<file path="src/rtl/kclc_pkg.sv">
`timescale 1ns / 1ps
// Package of shared types, constants and helpers for the keypad code lock controller.
package kclc_pkg;

	// Code length and widths
	localparam int CODE_DIGITS = 6;
	localparam int CODE_W      = 20;
	localparam int TICK_W      = 16;
	localparam int FAIL_W      = 4;
	localparam int CNT_W       = 3;
	localparam int ADDR_W      = 5;
	localparam int DATA_W      = 32;

	// Key characters
	localparam logic [7:0] KEY_NONE = 8'h00;
	localparam logic [7:0] KEY_0    = 8'h30;
	localparam logic [7:0] KEY_1    = 8'h31;
	localparam logic [7:0] KEY_9    = 8'h39;

	// Multiplier applied to the code accumulator per digit
	localparam logic [CODE_W-1:0] DIGIT_BASE = CODE_W'(10);

	// Saturation point of the failure counter
	localparam logic [FAIL_W-1:0] FAIL_MAX = 4'd15;

	// Register indexes on the configuration port
	localparam logic [2:0] REG_DEFAULT_CODE  = 3'd0;
	localparam logic [2:0] REG_FAIL_LIMIT    = 3'd1;
	localparam logic [2:0] REG_OPEN_TICKS    = 3'd2;
	localparam logic [2:0] REG_ALARM_TICKS   = 3'd3;
	localparam logic [2:0] REG_LOCKOUT_TICKS = 3'd4;

	// Register reset values
	localparam logic [CODE_W-1:0] RST_DEFAULT_CODE  = '0;
	localparam logic [FAIL_W-1:0] RST_FAIL_LIMIT    = 4'd3;
	localparam logic [TICK_W-1:0] RST_OPEN_TICKS    = 16'd8;
	localparam logic [TICK_W-1:0] RST_ALARM_TICKS   = 16'd8;
	localparam logic [TICK_W-1:0] RST_LOCKOUT_TICKS = 16'd240;

	// Controller state, one-hot
	typedef enum logic [4:0] {
		MODE_ENTER  = 5'b00001,
		MODE_NEW    = 5'b00010,
		MODE_CHOICE = 5'b00100,
		MODE_HOLD   = 5'b01000,
		MODE_LOCK   = 5'b10000
	} mode_t;

	// What follows the end of a hold
	typedef enum logic [1:0] {
		AFTER_ENTER  = 2'd0,
		AFTER_CHOICE = 2'd1,
		AFTER_LOCK   = 2'd2
	} after_t;

	// Event codes reported with each result
	typedef enum logic [2:0] {
		EV_NONE       = 3'd0,
		EV_TAKEN      = 3'd1,
		EV_CORRECT    = 3'd2,
		EV_WRONG      = 3'd3,
		EV_LOCK_BEGIN = 3'd4,
		EV_NEW_SET    = 3'd5,
		EV_LOCK_END   = 3'd6,
		EV_IGNORED    = 3'd7
	} event_t;

	// Configuration register set
	typedef struct packed {
		logic [CODE_W-1:0] default_code;
		logic [FAIL_W-1:0] fail_limit;
		logic [TICK_W-1:0] open_ticks;
		logic [TICK_W-1:0] alarm_ticks;
		logic [TICK_W-1:0] lockout_ticks;
	} cfg_t;

	// One result transaction
	typedef struct packed {
		logic              door_open;
		logic              red_led;
		logic [2:0]        mode;
		logic [CNT_W-1:0]  digit_count;
		logic [2:0]        event_res;
		logic [FAIL_W-1:0] tries_left;
		logic [TICK_W-1:0] ticks_left;
	} res_t;

	// Numeric mode code as reported on the result channel
	function automatic logic [2:0] mode_code(input mode_t m);
		logic [2:0] c;
		case (m)
			MODE_ENTER:  c = 3'd0;
			MODE_NEW:    c = 3'd1;
			MODE_CHOICE: c = 3'd2;
			MODE_HOLD:   c = 3'd3;
			MODE_LOCK:   c = 3'd4;
			default:     c = 3'd0;
		endcase
		return c;
	endfunction

endpackage

</file>
<file path="src/rtl/kclc_cfg_regs.sv">
`timescale 1ns / 1ps
// Configuration register bank behind the APB-style port.
module kclc_cfg_regs (
	input  logic                          clk,
	input  logic                          arst_n,
	input  logic                          psel,
	input  logic                          penable,
	input  logic                          pwrite,
	input  logic [kclc_pkg::ADDR_W-1:0]   paddr,
	input  logic [kclc_pkg::DATA_W-1:0]   pwdata,
	output logic [kclc_pkg::DATA_W-1:0]   prdata,
	output logic                          pready,
	output kclc_pkg::cfg_t                cfg
);

	kclc_pkg::cfg_t cfg_q;
	logic [2:0]     reg_idx;
	logic           wr_en;

	// Word index and write strobe of the access phase
	assign reg_idx = paddr[kclc_pkg::ADDR_W-1:2];
	assign wr_en   = psel && penable && pwrite;
	assign pready  = 1'b1;

	// Register writes
	always_ff @(posedge clk or negedge arst_n) begin
		if (!arst_n) begin
			cfg_q.default_code  <= kclc_pkg::RST_DEFAULT_CODE;
			cfg_q.fail_limit    <= kclc_pkg::RST_FAIL_LIMIT;
			cfg_q.open_ticks    <= kclc_pkg::RST_OPEN_TICKS;
			cfg_q.alarm_ticks   <= kclc_pkg::RST_ALARM_TICKS;
			cfg_q.lockout_ticks <= kclc_pkg::RST_LOCKOUT_TICKS;
		end else if (wr_en) begin
			case (reg_idx)
				kclc_pkg::REG_DEFAULT_CODE:
					cfg_q.default_code <= pwdata[kclc_pkg::CODE_W-1:0];
				kclc_pkg::REG_FAIL_LIMIT:
					cfg_q.fail_limit <= pwdata[kclc_pkg::FAIL_W-1:0];
				kclc_pkg::REG_OPEN_TICKS:
					cfg_q.open_ticks <= pwdata[kclc_pkg::TICK_W-1:0];
				kclc_pkg::REG_ALARM_TICKS:
					cfg_q.alarm_ticks <= pwdata[kclc_pkg::TICK_W-1:0];
				kclc_pkg::REG_LOCKOUT_TICKS:
					cfg_q.lockout_ticks <= pwdata[kclc_pkg::TICK_W-1:0];
				default: ;
			endcase
		end
	end

	// Read-back multiplexer
	always_comb begin
		case (reg_idx)
			kclc_pkg::REG_DEFAULT_CODE:
				prdata = kclc_pkg::DATA_W'(cfg_q.default_code);
			kclc_pkg::REG_FAIL_LIMIT:
				prdata = kclc_pkg::DATA_W'(cfg_q.fail_limit);
			kclc_pkg::REG_OPEN_TICKS:
				prdata = kclc_pkg::DATA_W'(cfg_q.open_ticks);
			kclc_pkg::REG_ALARM_TICKS:
				prdata = kclc_pkg::DATA_W'(cfg_q.alarm_ticks);
			kclc_pkg::REG_LOCKOUT_TICKS:
				prdata = kclc_pkg::DATA_W'(cfg_q.lockout_ticks);
			default:
				prdata = '0;
		endcase
	end

	assign cfg = cfg_q;

endmodule

</file>
<file path="src/rtl/kclc_core.sv">
`timescale 1ns / 1ps
// Lock state registers and the single-pass update for one key or tick transaction.
module kclc_core (
	input  logic                clk,
	input  logic                arst_n,
	input  logic                step_en,
	input  logic                action,
	input  logic [7:0]          key_code,
	input  kclc_pkg::cfg_t      cfg,
	output kclc_pkg::res_t      res
);

	kclc_pkg::mode_t                  mode_q, mode_n;
	kclc_pkg::after_t                 after_q, after_n;
	logic [kclc_pkg::CNT_W-1:0]       digits_q, digits_n;
	logic [kclc_pkg::CODE_W-1:0]      acc_q, acc_n;
	logic [kclc_pkg::CODE_W-1:0]      saved_q, saved_n;
	logic                             set_q, set_n;
	logic [kclc_pkg::FAIL_W-1:0]      fails_q, fails_n, fails_inc;
	logic [kclc_pkg::TICK_W-1:0]      timer_q, timer_n;
	kclc_pkg::event_t                 ev;

	logic [kclc_pkg::CODE_W-1:0]      acc_next;
	logic [kclc_pkg::CNT_W-1:0]       digits_inc;
	logic [kclc_pkg::CODE_W-1:0]      want;
	logic [7:0]                       digit_off;
	logic                             is_digit;
	logic                             holding;

	// Accumulator times ten plus the new digit, and the count of digits so far
	assign digit_off  = key_code - kclc_pkg::KEY_0;
	assign acc_next   = acc_q * kclc_pkg::DIGIT_BASE
	                  + kclc_pkg::CODE_W'(digit_off[3:0]);
	assign digits_inc = digits_q + 3'd1;
	assign is_digit   = (key_code >= kclc_pkg::KEY_0) && (key_code <= kclc_pkg::KEY_9);
	assign want       = set_q ? saved_q : cfg.default_code;
	assign fails_inc  = (fails_q < kclc_pkg::FAIL_MAX) ? fails_q + 4'd1 : fails_q;

	// Next-state logic for one transaction
	always_comb begin
		mode_n   = mode_q;
		after_n  = after_q;
		digits_n = digits_q;
		acc_n    = acc_q;
		saved_n  = saved_q;
		set_n    = set_q;
		fails_n  = fails_q;
		timer_n  = timer_q;
		ev       = kclc_pkg::EV_NONE;
		if (action) begin
			// Tick: count down a hold or lockout and act on its end
			if (mode_q == kclc_pkg::MODE_HOLD || mode_q == kclc_pkg::MODE_LOCK) begin
				if (timer_q > 16'd1) begin
					timer_n = timer_q - 16'd1;
				end else begin
					timer_n = '0;
					if (mode_q == kclc_pkg::MODE_LOCK) begin
						fails_n = '0;
						mode_n  = kclc_pkg::MODE_ENTER;
						ev      = kclc_pkg::EV_LOCK_END;
					end else if (after_q == kclc_pkg::AFTER_CHOICE) begin
						mode_n = kclc_pkg::MODE_CHOICE;
					end else if (after_q == kclc_pkg::AFTER_LOCK) begin
						mode_n  = kclc_pkg::MODE_LOCK;
						timer_n = cfg.lockout_ticks;
						after_n = kclc_pkg::AFTER_ENTER;
						ev      = kclc_pkg::EV_LOCK_BEGIN;
					end else begin
						mode_n = kclc_pkg::MODE_ENTER;
					end
				end
			end
		end else if (key_code != kclc_pkg::KEY_NONE) begin
			if (mode_q == kclc_pkg::MODE_HOLD || mode_q == kclc_pkg::MODE_LOCK) begin
				ev = kclc_pkg::EV_IGNORED;
			end else if (mode_q == kclc_pkg::MODE_CHOICE) begin
				// Choice key: '1' starts new-code entry, anything else returns
				mode_n   = (key_code == kclc_pkg::KEY_1) ? kclc_pkg::MODE_NEW
				                                        : kclc_pkg::MODE_ENTER;
				digits_n = '0;
				acc_n    = '0;
				ev       = kclc_pkg::EV_TAKEN;
			end else if (!is_digit) begin
				ev = kclc_pkg::EV_IGNORED;
			end else if (digits_inc < kclc_pkg::CNT_W'(kclc_pkg::CODE_DIGITS)) begin
				acc_n    = acc_next;
				digits_n = digits_inc;
				ev       = kclc_pkg::EV_TAKEN;
			end else begin
				// Code complete: store it or compare it
				digits_n = '0;
				acc_n    = '0;
				if (mode_q == kclc_pkg::MODE_NEW) begin
					saved_n = acc_next;
					set_n   = 1'b1;
					mode_n  = kclc_pkg::MODE_ENTER;
					ev      = kclc_pkg::EV_NEW_SET;
				end else if (acc_next == want) begin
					fails_n = '0;
					mode_n  = kclc_pkg::MODE_HOLD;
					timer_n = cfg.open_ticks;
					after_n = kclc_pkg::AFTER_CHOICE;
					ev      = kclc_pkg::EV_CORRECT;
				end else begin
					fails_n = fails_inc;
					mode_n  = kclc_pkg::MODE_HOLD;
					timer_n = cfg.alarm_ticks;
					after_n = (fails_inc >= cfg.fail_limit) ? kclc_pkg::AFTER_LOCK
					                                        : kclc_pkg::AFTER_ENTER;
					ev      = kclc_pkg::EV_WRONG;
				end
			end
		end
	end

	// State registers, updated once per transaction
	always_ff @(posedge clk or negedge arst_n) begin
		if (!arst_n) begin
			mode_q   <= kclc_pkg::MODE_ENTER;
			after_q  <= kclc_pkg::AFTER_ENTER;
			digits_q <= '0;
			acc_q    <= '0;
			saved_q  <= '0;
			set_q    <= 1'b0;
			fails_q  <= '0;
			timer_q  <= '0;
		end else if (step_en) begin
			mode_q   <= mode_n;
			after_q  <= after_n;
			digits_q <= digits_n;
			acc_q    <= acc_n;
			saved_q  <= saved_n;
			set_q    <= set_n;
			fails_q  <= fails_n;
			timer_q  <= timer_n;
		end
	end

	// Result fields describe the state after the transaction
	assign holding = (mode_n == kclc_pkg::MODE_HOLD);

	always_comb begin
		res.door_open   = holding && (after_n == kclc_pkg::AFTER_CHOICE);
		res.red_led     = (holding && (after_n != kclc_pkg::AFTER_CHOICE))
		                || (mode_n == kclc_pkg::MODE_LOCK);
		res.mode        = kclc_pkg::mode_code(mode_n);
		res.digit_count = digits_n;
		res.event_res   = ev;
		res.tries_left  = (fails_n >= cfg.fail_limit) ? '0 : cfg.fail_limit - fails_n;
		res.ticks_left  = (holding || mode_n == kclc_pkg::MODE_LOCK) ? timer_n : '0;
	end

endmodule

</file>
<file path="src/rtl/keypad_code_lock_controller_unit.sv">
`timescale 1ns / 1ps
// Top level of the keypad code lock controller: input stage, core and result register.
//
// Usage:
//   The item channel (item_valid, item_stall, action, key_code) carries one key
//   press (action 0) or one 250 ms tick (action 1) per transaction. The result
//   channel (res_valid, res_stall and the result fields) returns exactly one
//   transaction per item, showing the lock state after that item.
//   The item is held in the input register after acceptance while the state update
//   runs, and res_valid rises when the result is loaded into the result register.
//   Throughput is one item per cycle while res_stall is low; an item's update is
//   one pass through the core between the input register and the result register.
//   When the receiver holds res_stall, the result register keeps its payload
//   and one further item may wait in the input register; item_stall rises only
//   when both are full.
//   Configuration is written over the APB-style port (pready always high), at byte
//   address 4*i for register i, by the user only while no item is in flight; the
//   block does not enforce this. Asynchronous reset (arst_n low) empties both stages,
//   returns the lock to code entry with no stored code and no failures, and loads
//   the register reset values. No clearing pass is needed; items are taken at once.
module keypad_code_lock_controller_unit (
	input  logic                          clk,
	input  logic                          arst_n,
	// Item channel
	input  logic                          item_valid,
	output logic                          item_stall,
	input  logic                          action,
	input  logic [7:0]                    key_code,
	// Result channel
	output logic                          res_valid,
	input  logic                          res_stall,
	output logic                          door_open,
	output logic                          red_led,
	output logic [2:0]                    mode,
	output logic [2:0]                    digit_count,
	output logic [2:0]                    event_res,
	output logic [3:0]                    tries_left,
	output logic [15:0]                   ticks_left,
	// Configuration port
	input  logic                          psel,
	input  logic                          penable,
	input  logic                          pwrite,
	input  logic [kclc_pkg::ADDR_W-1:0]   paddr,
	input  logic [kclc_pkg::DATA_W-1:0]   pwdata,
	output logic [kclc_pkg::DATA_W-1:0]   prdata,
	output logic                          pready
);

	kclc_pkg::cfg_t cfg;
	kclc_pkg::res_t core_res;
	kclc_pkg::res_t res_q;
	logic           res_valid_q;
	logic           valid_s1;
	logic           action_s1;
	logic [7:0]     key_s1;
	logic           advance;
	logic           step_en;

	// Pipeline control: the result register frees up when empty or taken
	assign advance    = !res_valid_q || !res_stall;
	assign step_en    = valid_s1 && advance;
	assign item_stall = valid_s1 && !advance;

	// Input register
	always_ff @(posedge clk or negedge arst_n) begin
		if (!arst_n) begin
			valid_s1 <= 1'b0;
		end else if (!valid_s1 || advance) begin
			valid_s1 <= item_valid;
		end
	end

	always_ff @(posedge clk) begin
		if (item_valid && !item_stall) begin
			action_s1 <= action;
			key_s1    <= key_code;
		end
	end

	// Configuration registers
	kclc_cfg_regs u_cfg (
		.clk     (clk),
		.arst_n  (arst_n),
		.psel    (psel),
		.penable (penable),
		.pwrite  (pwrite),
		.paddr   (paddr),
		.pwdata  (pwdata),
		.prdata  (prdata),
		.pready  (pready),
		.cfg     (cfg)
	);

	// Lock state and update logic
	kclc_core u_core (
		.clk      (clk),
		.arst_n   (arst_n),
		.step_en  (step_en),
		.action   (action_s1),
		.key_code (key_s1),
		.cfg      (cfg),
		.res      (core_res)
	);

	// Result register
	always_ff @(posedge clk or negedge arst_n) begin
		if (!arst_n) begin
			res_valid_q <= 1'b0;
		end else if (advance) begin
			res_valid_q <= valid_s1;
		end
	end

	always_ff @(posedge clk) begin
		if (step_en) begin
			res_q <= core_res;
		end
	end

	assign res_valid   = res_valid_q;
	assign door_open   = res_q.door_open;
	assign red_led     = res_q.red_led;
	assign mode        = res_q.mode;
	assign digit_count = res_q.digit_count;
	assign event_res   = res_q.event_res;
	assign tries_left  = res_q.tries_left;
	assign ticks_left  = res_q.ticks_left;

endmodule
</file>
<file path="config.mk">
export PLATFORM = sky130hd
export DESIGN_NAME = keypad_code_lock_controller_unit
export DESIGN_NICKNAME = d
export VERILOG_FILES = /design/src/rtl/kclc_pkg.sv /design/src/rtl/kclc_cfg_regs.sv /design/src/rtl/kclc_core.sv /design/src/rtl/keypad_code_lock_controller_unit.sv
export SDC_FILE = /design/constraint.sdc
export NUM_CORES = 1
export LEC_CHECK = 0
export ABC_CLOCK_PERIOD_IN_PS = 14700
export BUFFER_PORTS_ARGS = -buffer_cell sky130_fd_sc_hd__buf_2
export CAP_MARGIN = 25
export CORE_ASPECT_RATIO = 1.75
export CORE_MARGIN = 5
export CORE_UTILIZATION = 40
export CTS_CLUSTER_DIAMETER = 80
export CTS_CLUSTER_SIZE = 30
export DETAILED_ROUTE_END_ITERATION = 10
export GPL_ROUTABILITY_DRIVEN = 0
export HOLD_SLACK_MARGIN = 0.02
export PLACE_DENSITY = 0.57
export SETUP_SLACK_MARGIN = 0.5
export SYNTH_ARGS = -nofsm -noshare
export SYNTH_HDL_FRONTEND = slang
export SYNTH_SLANG_ARGS = --single-unit
</file>
<file path="constraint.sdc">
create_clock -name clk -period 14.7 [get_ports clk]
set_input_delay 1.47 -clock clk [delete_from_list [all_inputs] [get_ports clk]]
set_output_delay 1.47 -clock clk [all_outputs]
set_load 0.005 [all_outputs]
</file>
==> metrics.md <==
| Metric | Value |
|---|---|
| Run status | `finished, final reports clean` |
| Die area | `33300 sq um` |
| Power Internal | `1.03 mW` |
| Core area | `29300 sq um` |
| Clock skew | `around 12 ps` |
| Wire length on met2 | `between 15000 and 20000 microns` |
| Detailed-route vias per instance | `~5.7` |
| Rows | `between 80 and 90` |
| Worst Path Required | `around 15000 ps` |
| Initial Util | `between 40% and 50%` |
| Seq pwr share | `between 40% and 50%` |
| Pre-antenna DRT Iters | `5` |
| Initial antenna violation count | `0` |
| Root Driver | `clkbuf_16` |
| CTS tree | `built` |
| Setup TNS Final | `0 ps` |
| Residual DRC | `0` |
| FF-to-FF path depth | `23` |
| Boundary pin count | `119` |
| Leakage power | `approximately 5.7 nW` |
| Final Cell Area | `about 13000 sq um` |
| Worst Setup Path Type | `reg2reg` |
| Worst-Skew Late Latency | `between 400 and 500 ps` |
| Worst relative slew slack | `29.7%` |
| Final period util | `45.5%` |
| Die Wd | `~140 microns` |
| Placed instance area | `~13000 sq um` |
| First-pass GRT wire length | `54100 microns` |
| TritonCTS Sinks | `184` |
| Fin crit period | `6690 ps` |
| Crit-path cells | `ha_1, ha_1, inv_1, fa_1, xnor2_1, nand3_1, a211oi_2, nand3_1, nor4_1, nand3_1, xnor2_1, or4_1, nor3_2, buf_4, o31a_1, a21oi_1, ha_1, inv_1, fa_1, a21oi_1, a31oi_1, a2111oi_0, nor3_1` |
| Primary FF master, synth | `dfrtp_1` |
| Cell taking the most area after synthesis | `dfrtp_1` |
| Crit-path max cell delay | `~600 ps` |
| Sequential fraction of the synthesis area | `between 40% and 50%` |
| # setup viols final | `0` |
| Max Buffers Root-to-Sink | `2` |
| HPWL after DPL | `25600 microns` |
| TritonCTS Buffers | `17` |
| Die height | `roughly 240 microns` |
| Synth Register Bits | `roughly 180` |
| GRT overflow | `0` |
| Clock power frac | `between 30% and 40%` |
| WL per Instance | `between 20 and 25 microns` |
| Max-slew violations | `0` |
| Worst Hold Class | `reg2reg` |
| Cell area power density | `about 110 nW/um^2` |
| CP endpoint kind | `register` |
| Max Cap Violations | `0` |
| Synth top area cells | `dfrtp_1 (28%), edfxtp_1 (10%), mux2_2 (8.0%)` |
| Post-CTS Resized | `0` |
| Clock Pin Slew Worst Setup and Hold Paths | `roughly 70 ps` |
| Hold Path Depth | `1` |
| Post-route ant nets | `0` |
| Met3 routed WL | `1140 microns` |
| RSZ-0062 raised after global routing | `no` |
| Number of diodes | `0` |
| Yosys top cell area share | `between 20% and 30%` |
| Max Used Layer | `met4` |
| Area growth from synthesis to layout | `12.2%` |
| Post-synthesis async set-or-reset flop share | `slightly below 80%` |
| WHS | `between 400 and 500 ps` |
| Htree depth | `4` |
| Setup crit start kind | `register` |
| # nets final | `1399` |
| Mapped Avg Cell Area | `9.65 sq um` |
| Post-CTS Setup Inserts | `0` |
| Inst Count DP | `about 1700` |
| Switching share of power | `between 30% and 40%` |
| Gr usage total | `~21%` |
| Slew @ Worst Pin | `1050 ps` |
| Worst IR drop on VDD | `between 0.09 and 0.1 mV` |
| Logic pwr share | `around 22%` |
| Pin count of the biggest net entering global routing | `79` |
| F_max | `about 150 MHz` |
| Ratio of cells with drive above 1 in the final layout | `roughly a fifth` |
| CTS Hold Bufs | `0` |
| CP Max Fanout | `20` |
| Worst path slowest cell | `a2111oi_0` |
| First DRT Iteration DRCs | `about 470` |
| Cells after Synth | `about 1200` |
| Routed met1 length | `between 10000 and 15000 microns` |
| Fillers | `roughly 2900` |
| Vias in the first global route | `a little under 10000` |
| Core Util, Final | `45.4%` |
| Crit path DAT | `just under 7000 ps` |
| Final Hold Viols | `0` |
| Synthesized area | `between 10000 and 15000 sq um` |
| Yosys warns | `0` |
| Routed wire length | `about 35000 microns` |
| P_sw | `between 400 and 500 uW` |
| Final Non-Filler Cells | `about 1700` |
| I/O Buffers | `about 90` |
| Unique masters post-synth | `86` |
| Post-synth EDFFs | `40` |
| Via count | `just under 10000` |
-- power by group through the flow --
stage | Sequential [mW] | Combinational (mW) | Clock, mW
final | 0.667 | 0.333 | 0.484
after global placement | 0.674 | 0.327 | 0
after global routing | 0.677 | 0.373 | 0.516
after detailed placement | 0.677 | 0.332 | 0
after floorplan | 0.652 | 0.245 | 0
after CTS | 0.666 | 0.335 | 0.495
-- state kept, by name (all words and copies together), names as in the netlist, 4 cells and up --
name	flops
tries_left	4
ticks_left	16
u_cfg.cfg	72
u_core.fails_q	4
u_core.mode_q	5
u_core.saved_q	20
key_s1	8
u_core.acc_q	19
u_core.timer_q	16
-- cells by family after synthesis --
kind of cell / after synthesis / synth area share [%]
muxes: 124 / 11.4
AOI/OAI and AO/OA: 309 / 16.8
DFF: 184 / 40.6
other: 2 / 0.0634
and+or+nand+nor: 396 / 16.6
adders and majority gates: 52 / 5.68
xor gates and xnor gates: 57 / 4.95
buffers and inverters: 105 / 3.91
-- final cells by class --
class	count	area [sq um]	area share [%]
Multi-Input combinational cell	951	6630	49.9
Sequential cell	184	4820	36.2
Timing Repair Buffer	109	644	4.85
Clock buffer	22	497	3.74
Tap cell	382	478	3.59
Clock inverter	10	116	0.875
Inverter	31	116	0.875
-- worst paths after layout --
check                      slack, ps             from              end
setup reg to reg                8010  u_core.acc_q[1]    tries_left[2]
hold / removal                   470     u_core.set_q     u_core.set_q
hold reg to reg                  470     u_core.set_q     u_core.set_q
max in group asynchronous      12630           arst_n  u_core.acc_q[1]
setup / recovery                8010  u_core.acc_q[1]    tries_left[2]
min in group asynchronous       1020           arst_n    u_cfg.cfg[44]
-- metal layers --
metal | global-route usage [%] | up-vias
met5 | 0 | -
met4 | 7.32 | 0
met3 | 3.28 | 55
met2 | 40.1 | 232
met1 | 22.4 | 4765
li1 | - | 4603
-- metrics by stage --
stage | power [mW] | setup WS, ps
final | 1.48 | 8010
after global routing | 1.57 | 7550
after CTS | 1.50 | 8010
after detailed placement | 1.01 | 8040
after global placement | 1.00 | 8100
after floorplan | 0.897 | 9050
-- layout by cell type, fill, tap and decap left out, drive strengths merged, types with 40 or more instances in the layout --
master	count
edfxtp	40
ha	49
a21oi	80
nand2	146
dfrtp	135
o21ai	81
mux2	91
buf	109
nor2	77
-- worst max-delay path, delay by kind of cell (launching register included) --
kind | cells | cell delay, ps
adder cells (fa/ha/maj) | 5 | 1530
AND/OR/NAND/NOR | 7 | 1410
buffers and inverters | 3 | 380
flip-flops | 1 | 440
XOR/XNOR | 2 | 700
AO/OA/AOI/OAI | 6 | 1950
-- Yosys cell counts (all sizes together) (12+ instances only) --
cell type / count
buf: 25
edfxtp: 40
clkbuf: 49
xor2: 19
nand3: 30
ha: 49
a22oi: 16
and2: 13
nor4: 14
mux2i: 33
a21o: 18
nor3: 24
dfrtp: 135
nand2b: 12
nand2: 146
o21ai: 81
or3: 12
and3: 15
nor2: 77
a31oi: 29
mux2: 91
xnor2: 33
inv: 30
a21oi: 80
No activity file was read; power rests on OpenSTA's default activity.
